==> src/rtl/core/lrut_pkg.sv <==
// ----------------------------------------------------------------------------
// lrut_pkg
// Shared sizes, register map, sequencer states and compare-unit types.
// ----------------------------------------------------------------------------
`timescale 1ns / 1ps

package lrut_pkg;

  localparam int DEPTH  = 64;
  localparam int KEY_W  = 32;
  localparam int OUT_W  = 32;
  localparam int IDX_W  = (DEPTH > 1) ? $clog2(DEPTH) : 1;
  localparam int CNT_W  = $clog2(DEPTH + 1);

  // configuration port
  localparam int DATA_W = 32;
  localparam int ADDR_W = 3;
  localparam int CAP_W  = 7;
  localparam logic [CAP_W-1:0] CAP_RESET = 7'd64;
  localparam logic [ADDR_W-3:0] REG_IDX_CAPACITY = '0;

  typedef enum logic [2:0] {
    ST_IDLE,
    ST_SCAN,
    ST_DECIDE,
    ST_EVICT,
    ST_UPDATE,
    ST_INSERT
  } state_e;

  typedef struct packed {
    logic             all;
    logic             is_tgt;
    logic [IDX_W-1:0] limit;
    logic [IDX_W-1:0] oldest;
  } cmp_req_t;

  typedef struct packed {
    logic             key_match;
    logic             is_oldest;
    logic [IDX_W-1:0] rank_next;
  } cmp_res_t;

endpackage

==> src/rtl/core/lrut_ram.sv <==
// ----------------------------------------------------------------------------
// lrut_ram
// Generic one-write, one-read RAM with registered read data.
// ----------------------------------------------------------------------------
`timescale 1ns / 1ps

module lrut_ram #(
  parameter int Width = 32,
  parameter int Depth = 64
) (
  input  logic                                     clk_i,
  input  logic                                     we_i,
  input  logic [((Depth > 1) ? $clog2(Depth) : 1)-1:0] waddr_i,
  input  logic [Width-1:0]                         wdata_i,
  input  logic                                     re_i,
  input  logic [((Depth > 1) ? $clog2(Depth) : 1)-1:0] raddr_i,
  output logic [Width-1:0]                         rdata_o
);

  logic [Width-1:0] mem_q [Depth];
  logic [Width-1:0] rdata_q;

  always_ff @(posedge clk_i) begin
    if (we_i) begin
      mem_q[waddr_i] <= wdata_i;
    end
    if (re_i) begin
      rdata_q <= mem_q[raddr_i];
    end
  end

  assign rdata_o = rdata_q;

endmodule

==> src/rtl/core/lrut_cmp_unit.sv <==
// ----------------------------------------------------------------------------
// lrut_cmp_unit
// Shared key compare, oldest-rank detect and next-rank select (clear, increment or hold) for one slot.
// ----------------------------------------------------------------------------
`timescale 1ns / 1ps

module lrut_cmp_unit (
  input  logic [lrut_pkg::KEY_W-1:0] slot_key_i,
  input  logic [lrut_pkg::KEY_W-1:0] search_key_i,
  input  logic [lrut_pkg::IDX_W-1:0] slot_rank_i,
  input  lrut_pkg::cmp_req_t         req_i,
  output lrut_pkg::cmp_res_t         res_o
);

  logic bump;

  assign bump = req_i.all || (slot_rank_i < req_i.limit);

  always_comb begin
    res_o.key_match = (slot_key_i == search_key_i);
    res_o.is_oldest = (slot_rank_i == req_i.oldest);
    if (req_i.is_tgt) begin
      res_o.rank_next = '0;
    end else if (bump) begin
      res_o.rank_next = slot_rank_i + lrut_pkg::IDX_W'(1);
    end else begin
      res_o.rank_next = slot_rank_i;
    end
  end

endmodule

==> src/rtl/core/lru_replacement_tracker_core.sv <==
// Requests: taken only in idle; the key and rank memories are swept through their
//   single read port to search, and the rank memory is swept again to re-rank.
// Reset: clears resident count and output valid, capacity returns to 64; the
//   memories are not cleared, since only occupied slots are ever read.
// ----------------------------------------------------------------------------
// lru_replacement_tracker_core
// Fully associative LRU residency tracker with a sequential search/re-rank engine.
// ----------------------------------------------------------------------------
`timescale 1ns / 1ps

module lru_replacement_tracker_core (
  input  logic                          clk_i,
  input  logic                          rst_ni,
  // access requests
  input  logic                          in_valid_i,
  output logic                          in_ready_o,
  input  logic [31:0]                   access_key_i,
  // events
  output logic                          out_valid_o,
  input  logic                          out_ready_i,
  output logic                          event_kind_o,
  output logic [31:0]                   event_key_o,
  output logic                          last_of_run_o,
  // configuration
  input  logic                          psel,
  input  logic                          penable,
  input  logic                          pwrite,
  input  logic [lrut_pkg::ADDR_W-1:0]   paddr,
  input  logic [lrut_pkg::DATA_W-1:0]   pwdata,
  output logic [lrut_pkg::DATA_W-1:0]   prdata,
  output logic                          pready
);

  // --------------------------------------------------------------------------
  // State
  // --------------------------------------------------------------------------
  lrut_pkg::state_e state_q, state_d;

  logic [lrut_pkg::CAP_W-1:0] capacity_q, capacity_d;
  logic [lrut_pkg::CNT_W-1:0] count_q, count_d;
  logic [lrut_pkg::CNT_W-1:0] idx_q, idx_d;       // next slot to read
  logic [lrut_pkg::CNT_W-1:0] run_n_q, run_n_d;   // slots in the current sweep
  logic                       rd_vld_q, rd_vld_d; // read data arrives this cycle
  logic [lrut_pkg::IDX_W-1:0] rd_idx_q, rd_idx_d;

  logic [lrut_pkg::KEY_W-1:0] key_q, key_d;
  logic                       hit_q, hit_d;
  logic [lrut_pkg::IDX_W-1:0] hit_idx_q, hit_idx_d;
  logic [lrut_pkg::IDX_W-1:0] hit_rank_q, hit_rank_d;
  logic [lrut_pkg::IDX_W-1:0] vic_idx_q, vic_idx_d;
  logic [lrut_pkg::KEY_W-1:0] vic_key_q, vic_key_d;

  // re-rank control
  logic [lrut_pkg::IDX_W-1:0] tgt_idx_q, tgt_idx_d;
  logic [lrut_pkg::IDX_W-1:0] limit_q, limit_d;
  logic                       all_q, all_d;

  // output register
  logic                       out_valid_q, out_valid_d;
  logic                       out_kind_q, out_kind_d;
  logic [lrut_pkg::KEY_W-1:0] out_key_q, out_key_d;
  logic                       out_last_q, out_last_d;

  // --------------------------------------------------------------------------
  // Memory and compare-unit wiring
  // --------------------------------------------------------------------------
  logic                       key_we, key_re;
  logic [lrut_pkg::IDX_W-1:0] key_waddr;
  logic [lrut_pkg::KEY_W-1:0] key_rdata;
  logic                       rank_we, rank_re;
  logic [lrut_pkg::IDX_W-1:0] rank_rdata;
  logic [lrut_pkg::IDX_W-1:0] rd_addr;

  lrut_pkg::cmp_req_t cmp_req;
  lrut_pkg::cmp_res_t cmp_res;

  logic                       issue;
  logic                       pass_done;
  logic                       out_free;
  logic                       not_full;
  logic                       cfg_wr;
  logic [lrut_pkg::CNT_W-1:0] cap_eff;

  lrut_ram #(
    .Width(lrut_pkg::KEY_W),
    .Depth(lrut_pkg::DEPTH)
  ) u_key_ram (
    .clk_i  (clk_i),
    .we_i   (key_we),
    .waddr_i(key_waddr),
    .wdata_i(key_q),
    .re_i   (key_re),
    .raddr_i(rd_addr),
    .rdata_o(key_rdata)
  );

  lrut_ram #(
    .Width(lrut_pkg::IDX_W),
    .Depth(lrut_pkg::DEPTH)
  ) u_rank_ram (
    .clk_i  (clk_i),
    .we_i   (rank_we),
    .waddr_i(rd_idx_q),
    .wdata_i(cmp_res.rank_next),
    .re_i   (rank_re),
    .raddr_i(rd_addr),
    .rdata_o(rank_rdata)
  );

  assign cmp_req.all    = all_q;
  assign cmp_req.is_tgt = (rd_idx_q == tgt_idx_q);
  assign cmp_req.limit  = limit_q;
  assign cmp_req.oldest = lrut_pkg::IDX_W'(count_q - lrut_pkg::CNT_W'(1));

  lrut_cmp_unit u_cmp_unit (
    .slot_key_i  (key_rdata),
    .search_key_i(key_q),
    .slot_rank_i (rank_rdata),
    .req_i       (cmp_req),
    .res_o       (cmp_res)
  );

  // --------------------------------------------------------------------------
  // Sweep bookkeeping and capacity clamp
  // --------------------------------------------------------------------------
  // Issue one slot read per cycle; the read data comes back in the next cycle.
  assign issue     = ((state_q == lrut_pkg::ST_SCAN) || (state_q == lrut_pkg::ST_UPDATE)) &&
                     (idx_q < run_n_q);
  assign rd_addr   = idx_q[lrut_pkg::IDX_W-1:0];
  assign pass_done = (idx_q == run_n_q) && !rd_vld_q;
  assign out_free  = !out_valid_q || out_ready_i;

  // A capacity of zero acts as one; anything above DEPTH acts as DEPTH.
  always_comb begin
    if (capacity_q == '0) begin
      cap_eff = lrut_pkg::CNT_W'(1);
    end else if (32'(capacity_q) > lrut_pkg::DEPTH) begin
      cap_eff = lrut_pkg::CNT_W'(lrut_pkg::DEPTH);
    end else begin
      cap_eff = lrut_pkg::CNT_W'(capacity_q);
    end
  end

  assign not_full = (count_q < cap_eff);

  // --------------------------------------------------------------------------
  // Configuration port
  // --------------------------------------------------------------------------
  assign pready = 1'b1;
  assign cfg_wr = psel && penable && pwrite && pready &&
                  (paddr[lrut_pkg::ADDR_W-1:2] == lrut_pkg::REG_IDX_CAPACITY);
  assign prdata = (paddr[lrut_pkg::ADDR_W-1:2] == lrut_pkg::REG_IDX_CAPACITY) ?
                  lrut_pkg::DATA_W'(capacity_q) : '0;

  // --------------------------------------------------------------------------
  // Sequencer: next state
  // --------------------------------------------------------------------------
  always_comb begin
    state_d = state_q;
    unique case (state_q)
      lrut_pkg::ST_IDLE: begin
        if (in_valid_i) state_d = lrut_pkg::ST_SCAN;
      end
      lrut_pkg::ST_SCAN: begin
        if (pass_done) state_d = lrut_pkg::ST_DECIDE;
      end
      lrut_pkg::ST_DECIDE: begin
        if (hit_q || not_full) begin
          state_d = lrut_pkg::ST_UPDATE;
        end else begin
          state_d = lrut_pkg::ST_EVICT;
        end
      end
      lrut_pkg::ST_EVICT: begin
        if (out_free) state_d = lrut_pkg::ST_UPDATE;
      end
      lrut_pkg::ST_UPDATE: begin
        if (pass_done) state_d = lrut_pkg::ST_INSERT;
      end
      lrut_pkg::ST_INSERT: begin
        if (out_free) state_d = lrut_pkg::ST_IDLE;
      end
      default: state_d = lrut_pkg::ST_IDLE;
    endcase
  end

  // --------------------------------------------------------------------------
  // Sequencer: datapath controls
  // --------------------------------------------------------------------------
  always_comb begin
    capacity_d  = cfg_wr ? pwdata[lrut_pkg::CAP_W-1:0] : capacity_q;
    count_d     = count_q;
    idx_d       = issue ? idx_q + lrut_pkg::CNT_W'(1) : idx_q;
    run_n_d     = run_n_q;
    rd_vld_d    = issue;
    rd_idx_d    = issue ? rd_addr : rd_idx_q;
    key_d       = key_q;
    hit_d       = hit_q;
    hit_idx_d   = hit_idx_q;
    hit_rank_d  = hit_rank_q;
    vic_idx_d   = vic_idx_q;
    vic_key_d   = vic_key_q;
    tgt_idx_d   = tgt_idx_q;
    limit_d     = limit_q;
    all_d       = all_q;
    out_valid_d = out_valid_q && !out_ready_i;
    out_kind_d  = out_kind_q;
    out_key_d   = out_key_q;
    out_last_d  = out_last_q;
    key_we      = 1'b0;
    key_waddr   = vic_idx_q;
    key_re      = 1'b0;
    rank_re     = 1'b0;
    rank_we     = 1'b0;

    unique case (state_q)
      lrut_pkg::ST_IDLE: begin
        // latch the request and arm a search over the resident slots
        if (in_valid_i) begin
          key_d   = lrut_pkg::KEY_W'(access_key_i);
          idx_d   = '0;
          run_n_d = count_q;
          hit_d   = 1'b0;
        end
      end
      lrut_pkg::ST_SCAN: begin
        key_re  = issue;
        rank_re = issue;
        if (rd_vld_q) begin
          // keep the first matching slot
          if (cmp_res.key_match && !hit_q) begin
            hit_d      = 1'b1;
            hit_idx_d  = rd_idx_q;
            hit_rank_d = rank_rdata;
          end
          if (cmp_res.is_oldest) begin
            vic_idx_d = rd_idx_q;
            vic_key_d = key_rdata;
          end
        end
      end
      lrut_pkg::ST_DECIDE: begin
        idx_d = '0;
        if (hit_q) begin
          // hit: bump only the ranks newer than the hit slot
          all_d     = 1'b0;
          limit_d   = hit_rank_q;
          tgt_idx_d = hit_idx_q;
          run_n_d   = count_q;
        end else if (not_full) begin
          // fill the next free slot
          key_we    = 1'b1;
          key_waddr = count_q[lrut_pkg::IDX_W-1:0];
          all_d     = 1'b1;
          tgt_idx_d = count_q[lrut_pkg::IDX_W-1:0];
          count_d   = count_q + lrut_pkg::CNT_W'(1);
          run_n_d   = count_q + lrut_pkg::CNT_W'(1);
        end else begin
          // full: the oldest slot gets replaced
          all_d     = 1'b1;
          tgt_idx_d = vic_idx_q;
          run_n_d   = count_q;
        end
      end
      lrut_pkg::ST_EVICT: begin
        if (out_free) begin
          out_valid_d = 1'b1;
          out_kind_d  = 1'b1;
          out_key_d   = vic_key_q;
          out_last_d  = 1'b0;
          key_we      = 1'b1;
          key_waddr   = vic_idx_q;
        end
      end
      lrut_pkg::ST_UPDATE: begin
        rank_re = issue;
        rank_we = rd_vld_q;
      end
      lrut_pkg::ST_INSERT: begin
        if (out_free) begin
          out_valid_d = 1'b1;
          out_kind_d  = 1'b0;
          out_key_d   = key_q;
          out_last_d  = 1'b1;
        end
      end
      default: begin
        rd_vld_d = 1'b0;
      end
    endcase
  end

  // --------------------------------------------------------------------------
  // Registers
  // --------------------------------------------------------------------------
  always_ff @(posedge clk_i or negedge rst_ni) begin
    if (!rst_ni) begin
      state_q     <= lrut_pkg::ST_IDLE;
      capacity_q  <= lrut_pkg::CAP_RESET;
      count_q     <= '0;
      idx_q       <= '0;
      run_n_q     <= '0;
      rd_vld_q    <= 1'b0;
      hit_q       <= 1'b0;
      all_q       <= 1'b0;
      out_valid_q <= 1'b0;
    end else begin
      state_q     <= state_d;
      capacity_q  <= capacity_d;
      count_q     <= count_d;
      idx_q       <= idx_d;
      run_n_q     <= run_n_d;
      rd_vld_q    <= rd_vld_d;
      hit_q       <= hit_d;
      all_q       <= all_d;
      out_valid_q <= out_valid_d;
    end
  end

  always_ff @(posedge clk_i) begin
    rd_idx_q   <= rd_idx_d;
    key_q      <= key_d;
    hit_idx_q  <= hit_idx_d;
    hit_rank_q <= hit_rank_d;
    vic_idx_q  <= vic_idx_d;
    vic_key_q  <= vic_key_d;
    tgt_idx_q  <= tgt_idx_d;
    limit_q    <= limit_d;
    out_kind_q <= out_kind_d;
    out_key_q  <= out_key_d;
    out_last_q <= out_last_d;
  end

  // --------------------------------------------------------------------------
  // Outputs
  // --------------------------------------------------------------------------
  assign in_ready_o    = (state_q == lrut_pkg::ST_IDLE);
  assign out_valid_o   = out_valid_q;
  assign event_kind_o  = out_kind_q;
  assign event_key_o   = lrut_pkg::OUT_W'(out_key_q);
  assign last_of_run_o = out_last_q;

endmodule

==> config.mk <==
export PLATFORM = sky130hd
export DESIGN_NAME = lru_replacement_tracker_core
export DESIGN_NICKNAME = d
export VERILOG_FILES = /design/src/rtl/core/lrut_pkg.sv /design/src/rtl/core/lrut_ram.sv /design/src/rtl/core/lrut_cmp_unit.sv /design/src/rtl/core/lru_replacement_tracker_core.sv
export SDC_FILE = /design/constraint.sdc
export NUM_CORES = 2
export LEC_CHECK = 0
export ABC_CLOCK_PERIOD_IN_PS = 5130
export BUFFER_PORTS_ARGS = -buffer_cell sky130_fd_sc_hd__buf_2
export CAP_MARGIN = 20
export CELL_PAD_IN_SITES_DETAIL_PLACEMENT = 1
export CELL_PAD_IN_SITES_GLOBAL_PLACEMENT = 2
export CORE_MARGIN = 2
export CORE_UTILIZATION = 46
export CTS_BUF_LIST = sky130_fd_sc_hd__clkbuf_8 sky130_fd_sc_hd__clkbuf_16
export CTS_CLUSTER_SIZE = 12
export DETAILED_ROUTE_END_ITERATION = 10
export PLACE_DENSITY_LB_ADDON = 0.1
export SYNTH_ARGS = -nofsm -noshare
export SYNTH_HDL_FRONTEND = slang
export SYNTH_HIERARCHICAL = 1
export SYNTH_SLANG_ARGS = --single-unit
==> constraint.sdc <==
create_clock -name clk_i -period 5.13 [get_ports clk_i]
set_input_delay 1.026 -clock clk_i [delete_from_list [all_inputs] [get_ports clk_i]]
set_output_delay 1.026 -clock clk_i [all_outputs]
set_load 0.005 [all_outputs]
; ---- Word level (Yosys, flattened, before mapping)
; Memories as Yosys holds them, arrays and structs flattened. A register that Yosys moved wholly into a read port is not among the register bits.
; Index checks and enable logic that the tools add are counted.
[op_classes]
n_reduce_logical = 31
order_cmp = 4
eq_ne = 16
addsub = 4
bitwise = 1
muxes = 49
[op_table]
columns = operator, n
row1 = 32-bit 2-to-1 mux, 2
row2 = 32-bit one-hot mux with 2 select lines, 1
row3 = 7-bit 2-to-1 mux, 8
row4 = 6-bit 2-to-1 mux, 6
row5 = 32-bit equality test, 1
row6 = 7-bit one-hot mux with 2 select lines, 2
row7 = 1-bit 2-to-1 mux, 19
row8 = 3-bit 2-to-1 mux, 6
row9 = 3-bit one-hot mux with 6 select lines, 1
row10 = 7-bit by 1-bit adder with 7-bit output (second input constant), 2
row11 = 7-bit less-than comparator, 2
row12 = 6-bit equality test, 2
row13 = 2-bit inequality test (second input constant), 6
row14 = 3-bit AND reduction, 3
row15 = 1-bit one-hot mux with 2 select lines, 4
row16 = 7-bit equality test, 1
row17 = 7-bit > comparator (second input constant), 1
row18 = 1-bit logical AND, 7
row19 = 7-bit logical NOT, 1
row20 = 6-bit by 1-bit adder with 6-bit output (second input constant), 1
row21 = 3-bit by 2-bit equality test with 1-bit output (second input constant), 2
row22 = 3-bit equality test (second input constant), 2
row23 = 6-bit less-than comparator, 1
row24 = 2-bit AND reduction, 3
row25 = other kinds (12), 21
[totals]
inputBits = 74
n_memories = 2
out_inout_bits = 69
ram_bits = 2432
ff_bits = 169
word_cells = 127
[mem_list]
columns = memory, depth, word_bits, read_ports, rd_clocked_by_memory_dff, wr, line
row1 = u_key_ram.mem_q, 64, 32, 1, 1, 1, lrut_ram.sv:20  ; logic [Width-1:0] mem_q [Depth];
row2 = u_rank_ram.mem_q, 64, 6, 1, 1, 1, lrut_ram.sv:20

; ---- Logic depth before layout (Yosys ltp)
[depth]
depth_word = 9
ltp_mapped = 13
depth_no_buf = 11

; ---- Hierarchy
; Netlist, hierarchy kept.
[modules_own_cells]
columns = module, instances, cells_each, area_each_um2
row1 = lrut_ram (u_key_ram), 1, 3324, 78835.6
row2 = lrut_ram (u_rank_ram), 1, 720, 15285.9
row3 = lru_replacement_tracker_core, 1, 559, 7264.5
row4 = lrut_cmp_unit, 1, 91, 694.4

; ---- Worst setup path before layout
; Ideal clock, no wire load.
[synth_timing]
path_type = register to register
start = register capacity_q[6] (netlist bit)
end = memory u_key_ram.mem_q[48][0], enable pin
n_path_buf = 2
stages_incl_launch_ff = 14
arrival_time_ns = 5.104
setup_slack_ns = -0.435
path_cell_list = dfstp_2 -> clkinv_1 -> nand2_1 -> ha_1 -> a211oi_1 -> nor2_1 -> or4_1 -> buf_2 -> nor2_8 -> mux2_2 -> clkbuf_1 -> nor2b_1 -> nand4b_1 -> nor3_1
[synth_rtl]
columns = element, line
row1 = start: declaration, lru_replacement_tracker_core.sv:39  ; logic [lrut_pkg::CAP_W-1:0] capacity_q, capacity_d;
row2 = start signal: assignment, lru_replacement_tracker_core.sv:299  ; capacity_q <= lrut_pkg::CAP_RESET;
row3 = start signal: assignment, lru_replacement_tracker_core.sv:309  ; capacity_q <= capacity_d;
row4 = 7-bit > comparator, lru_replacement_tracker_core.sv:137  ; end else if (32'(capacity_q) > lrut_pkg::DEPTH) begin
row5 = 7-bit 2-to-1 mux, lru_replacement_tracker_core.sv:137
row6 = 7-bit 2-to-1 mux *, lru_replacement_tracker_core.sv:135  ; if (capacity_q == '0) begin
row7 = 7-bit less-than comparator *, lru_replacement_tracker_core.sv:144  ; assign not_full = (count_q < cap_eff);
row8 = 6-bit 2-to-1 mux *, lru_replacement_tracker_core.sv:250  ; end else if (not_full) begin
row9 = 6-bit 2-to-1 mux *, lru_replacement_tracker_core.sv:244  ; if (hit_q) begin
row10 = 6-bit 2-to-1 mux *, -
row11 = via key_waddr (one bit), lru_replacement_tracker_core.sv:68  ; logic [lrut_pkg::IDX_W-1:0] key_waddr;
row12 = end: declaration, lrut_ram.sv:20
; The timed path passes the listed nets; every way through them passes the cells marked *.

; ---- Worst setup path after layout
[layout_timing]
start = register capacity_q[6] (netlist bit)
end = memory u_key_ram.mem_q[48][7], enable pin
; Same word-level chain as after synthesis.

==> impl_metrics.tcl <==
set metrics [dict create \
    grt_max_degree 92 \
    use_met2 0.397 \
    power_density_nw_per_um2 493 \
    fp.dieH_um 475 \
    synth_area_um2 102000 \
    cp_cell_sequence "clkinv_1, nand2_1, ha_1, a211oi_1, nor2_1, or4_1, nor2_8, mux2_2, nor2b_1, nand4b_1, nor3_4, buf_12" \
    fillers 18900 \
    drv_slew 0 \
    clock-skew-final_ps 61.0 \
    rsz0062_at_grt "no" \
    hold_path_class "in -> async" \
    worst-path-buf-inv 2 \
    leakagePower_uw 0.0362 \
    root_buffer "clkbuf_16" \
    place_area_um2 108000 \
    vias_per_cell 6.08 \
    critPathSlowestCell "or4_1" \
    fin_setup_tns_ps 0 \
    vias 49900 \
    detail_route.wl_per_cell_um 34.3 \
    reg2reg_depth 12 \
    finalWeightedCongestion 0.838 \
    wirelength_mm 281 \
    worst-endpoint-arrival_ps 5260 \
    drc 0 \
    drive_gt1_frac 0.272 \
    yosysMostFrequentCell "edfxtp_1" \
    dieArea_um2 226000 \
    gr-total-overflow 0 \
    crit_family "simple AND/OR/NAND/NOR gates" \
    htreeDepth 5 \
    timing.fmax_mhz 214 \
    numCtsBuffers 298 \
    setup.worst_path.start_class "flop" \
    period_share 0.913 \
    cp_max_fo 32 \
    synthArstFlopShare 0.0133 \
    rows 172 \
    ys_top_cells_by_count "edfxtp_1, mux4_2, nor2_1" \
    synthDistinctLibCells 80 \
    drt_iter0_drc 4846 \
    grt_usage 0.252 \
    cts_setup_buffers 0 \
    grt_pass1_vias 51300 \
    cp-end-kind "flop" \
    synthToLayoutAreaGrowth_pct 14.5 \
    ios 143 \
    die_width_um 475 \
    outcome "finished, final reports clean" \
    synthFlopType "edfxtp_1" \
    critPathKind "reg -> reg" \
    core_region_area_um2 220000 \
    path_depth 12 \
    synth-edff-count 2604 \
    hold_violations 0 \
    clk_pin_slew_ps 60 \
    ys_ff_latch 2639 \
    top_usage_layer "met2" \
    holdBufCountCts 0 \
    avgSynthCellArea_um2 21.7 \
    slew_headroom 0.215 \
    synth_area_leaders "edfxtp_1, mux4_2, mux2i_1, dfrtp_1, nor2_1" \
    grt_use_met3 0.0385 \
    tritoncts "done" \
    grt_first_pass_wirelength_mm 397 \
    synthCells 4694 \
    cts.sinks 2639 \
    max_stage_delay_ps 670 \
    worst_pin_slew_ps 1180 \
    finalSetupViolCount 0 \
    vdd_drop_max_mv 0.407 \
    yosysTopAreaCellShare 0.766 \
    maxCapViolCount 0 \
    yosysWarnings 6 \
    antenna_left 0 \
    synth_top_cell_by_area "edfxtp_1" \
    worstSkewPairLatency_ps 920 \
    portBuffers 89 \
    critPathRequiredTime_ps 5710 \
    use_met1 0.370 \
    dpl.cell_count 7714 \
    dp_hpwl_mm 166 \
    stdcell_count 8208 \
    start_util 0.464 \
    antenna_found_initial 10 \
    clock_path_buffers 4 \
    postLayoutCellArea_um2 117000 \
    cts_resized 0 \
    ys_seq_area_frac 0.775 \
    first_pass_iters 5 \
    num-nets-final 5154 \
    finalCriticalPeriod_ps 4680 \
]
final timing paths:
check	to	slack, ps	start
setup / recovery	u_key_ram/mem_q[48][7]	450	capacity_q[6]
hold / removal	capacity_q[1]	280	rst_ni
setup reg to reg	u_key_ram/mem_q[48][7]	450	capacity_q[6]
hold reg to reg	limit_q[5]	420	hit_rank_q[5]
max in group asynchronous	idx_q[0]	4080	rst_ni
min in group clk_i	key_q[30]	280	access_key_i[30]
state kept, by name, indices dropped and copies added (netlist names), 3 cells and up:
signal,flops
vic_key_q,32
u_key_ram/rdata_o,32
run_n_q,7
count_q,7
limit_q,6
idx_q,7
capacity_q,7
vic_idx_q,6
u_rank_ram/mem_q,384
key_q,32
hit_rank_q,6
rd_idx_q,6
hit_idx_q,6
tgt_idx_q,6
u_key_ram/mem_q,2048
event_key_o,32
state_q,3
u_rank_ram/rdata_o,6
cell families (layout without fill, tap and decap cells):
logic type,after synthesis,in the layout,share of synthesized area
AOI/OAI and AO/OA,316,316,0.0206
xor gates and xnor gates,56,56,0.00480
adders and majority gates,22,22,0.00270
buffers and inverters,289,811,0.0148
DFF,2639,2639,0.775
muxes,775,775,0.155
other,2,36,0.0000736
and+or+nand+nor,595,595,0.0278
through the flow:
stage                     hold slack (ps)  setup slack (ps)  power [uW]  utilization
after floorplan                       400               123       34300            -
after global placement                402               533       38900        0.492
after detailed placement              407               488       39100        0.492
after CTS                             219               456       58300        0.531
after global routing                  243               231       59600        0.531
final                                 279               447       57700        0.531
layout by cell type (no fill, tap or decap), types with 8 or more instances in the layout:
| cell | Yosys | final |
|---|---|---|
| o211ai_1 | 8 | 8 |
| mux2i_1 | 113 | 113 |
| o221ai_1 | 39 | 39 |
| nand3b_1 | 10 | 10 |
| buf_2 | 73 | 89 |
| nor4_1 | 9 | 9 |
| nor3_1 | 22 | 19 |
| buf_12 | 2 | 89 |
| diode_2 | 0 | 10 |
| inv_1 | 20 | 86 |
| conb_1 | 2 | 26 |
| o21ai_0 | 13 | 13 |
| nand2_1 | 162 | 161 |
| mux2_2 | 25 | 25 |
| ha_1 | 22 | 22 |
| nor2_1 | 222 | 157 |
| nand3_1 | 38 | 37 |
| nand2b_1 | 19 | 18 |
| mux4_2 | 631 | 631 |
| nor2_4 | 1 | 66 |
| a22oi_1 | 14 | 14 |
| a21oi_1 | 84 | 81 |
| dfrtp_1 | 34 | 28 |
| clkinv_2 | 0 | 31 |
| edfxtp_1 | 2604 | 2604 |
| buf_4 | 53 | 129 |
| xnor2_1 | 13 | 13 |
| o22ai_1 | 97 | 97 |
| nor2b_1 | 36 | 36 |
| xor2_1 | 43 | 43 |
| clkbuf_16 | 0 | 306 |
| clkinv_1 | 1 | 62 |
| a211oi_1 | 8 | 8 |
| nand4_1 | 14 | 14 |
| a311oi_1 | 8 | 8 |
per-layer routing:
| metal | vias to the layer above | routed length [um] | part of all wire |
|---|---|---|---|
| li1 | 20300 | - | - |
| met3 | 358 | 17300 | 0.061 |
| met2 | 1641 | 134000 | 0.48 |
| met1 | 27500 | 123000 | 0.44 |
| met4 | 0 | 7130 | 0.025 |
| met5 | - | 0 | 0 |
final cells by class:
class                           instances  area [um^2]  area share
Antenna cell                           10         25.0    0.000214
Clock buffer                          306         7660      0.0655
Clock inverter                        176          936     0.00801
Inverter                               21         78.8    0.000675
Multi-Input combinational cell       1790        22200       0.190
Sequential cell                      2639        79100       0.677
Tap cell                             2958         3700      0.0317
Timing Repair Buffer                  308         3200      0.0274
power breakdown:
| part | leakage (uW) | switching [uW] | internal, uW | total, uW |
|---|---|---|---|---|
| clock | 0.00447 | 8170 | 11000 | 19200 |
| sequential | 0.0239 | 757 | 25900 | 26600 |
| combinational | 0.00785 | 7300 | 4550 | 11900 |
Power figures use the tool's default switching activity.
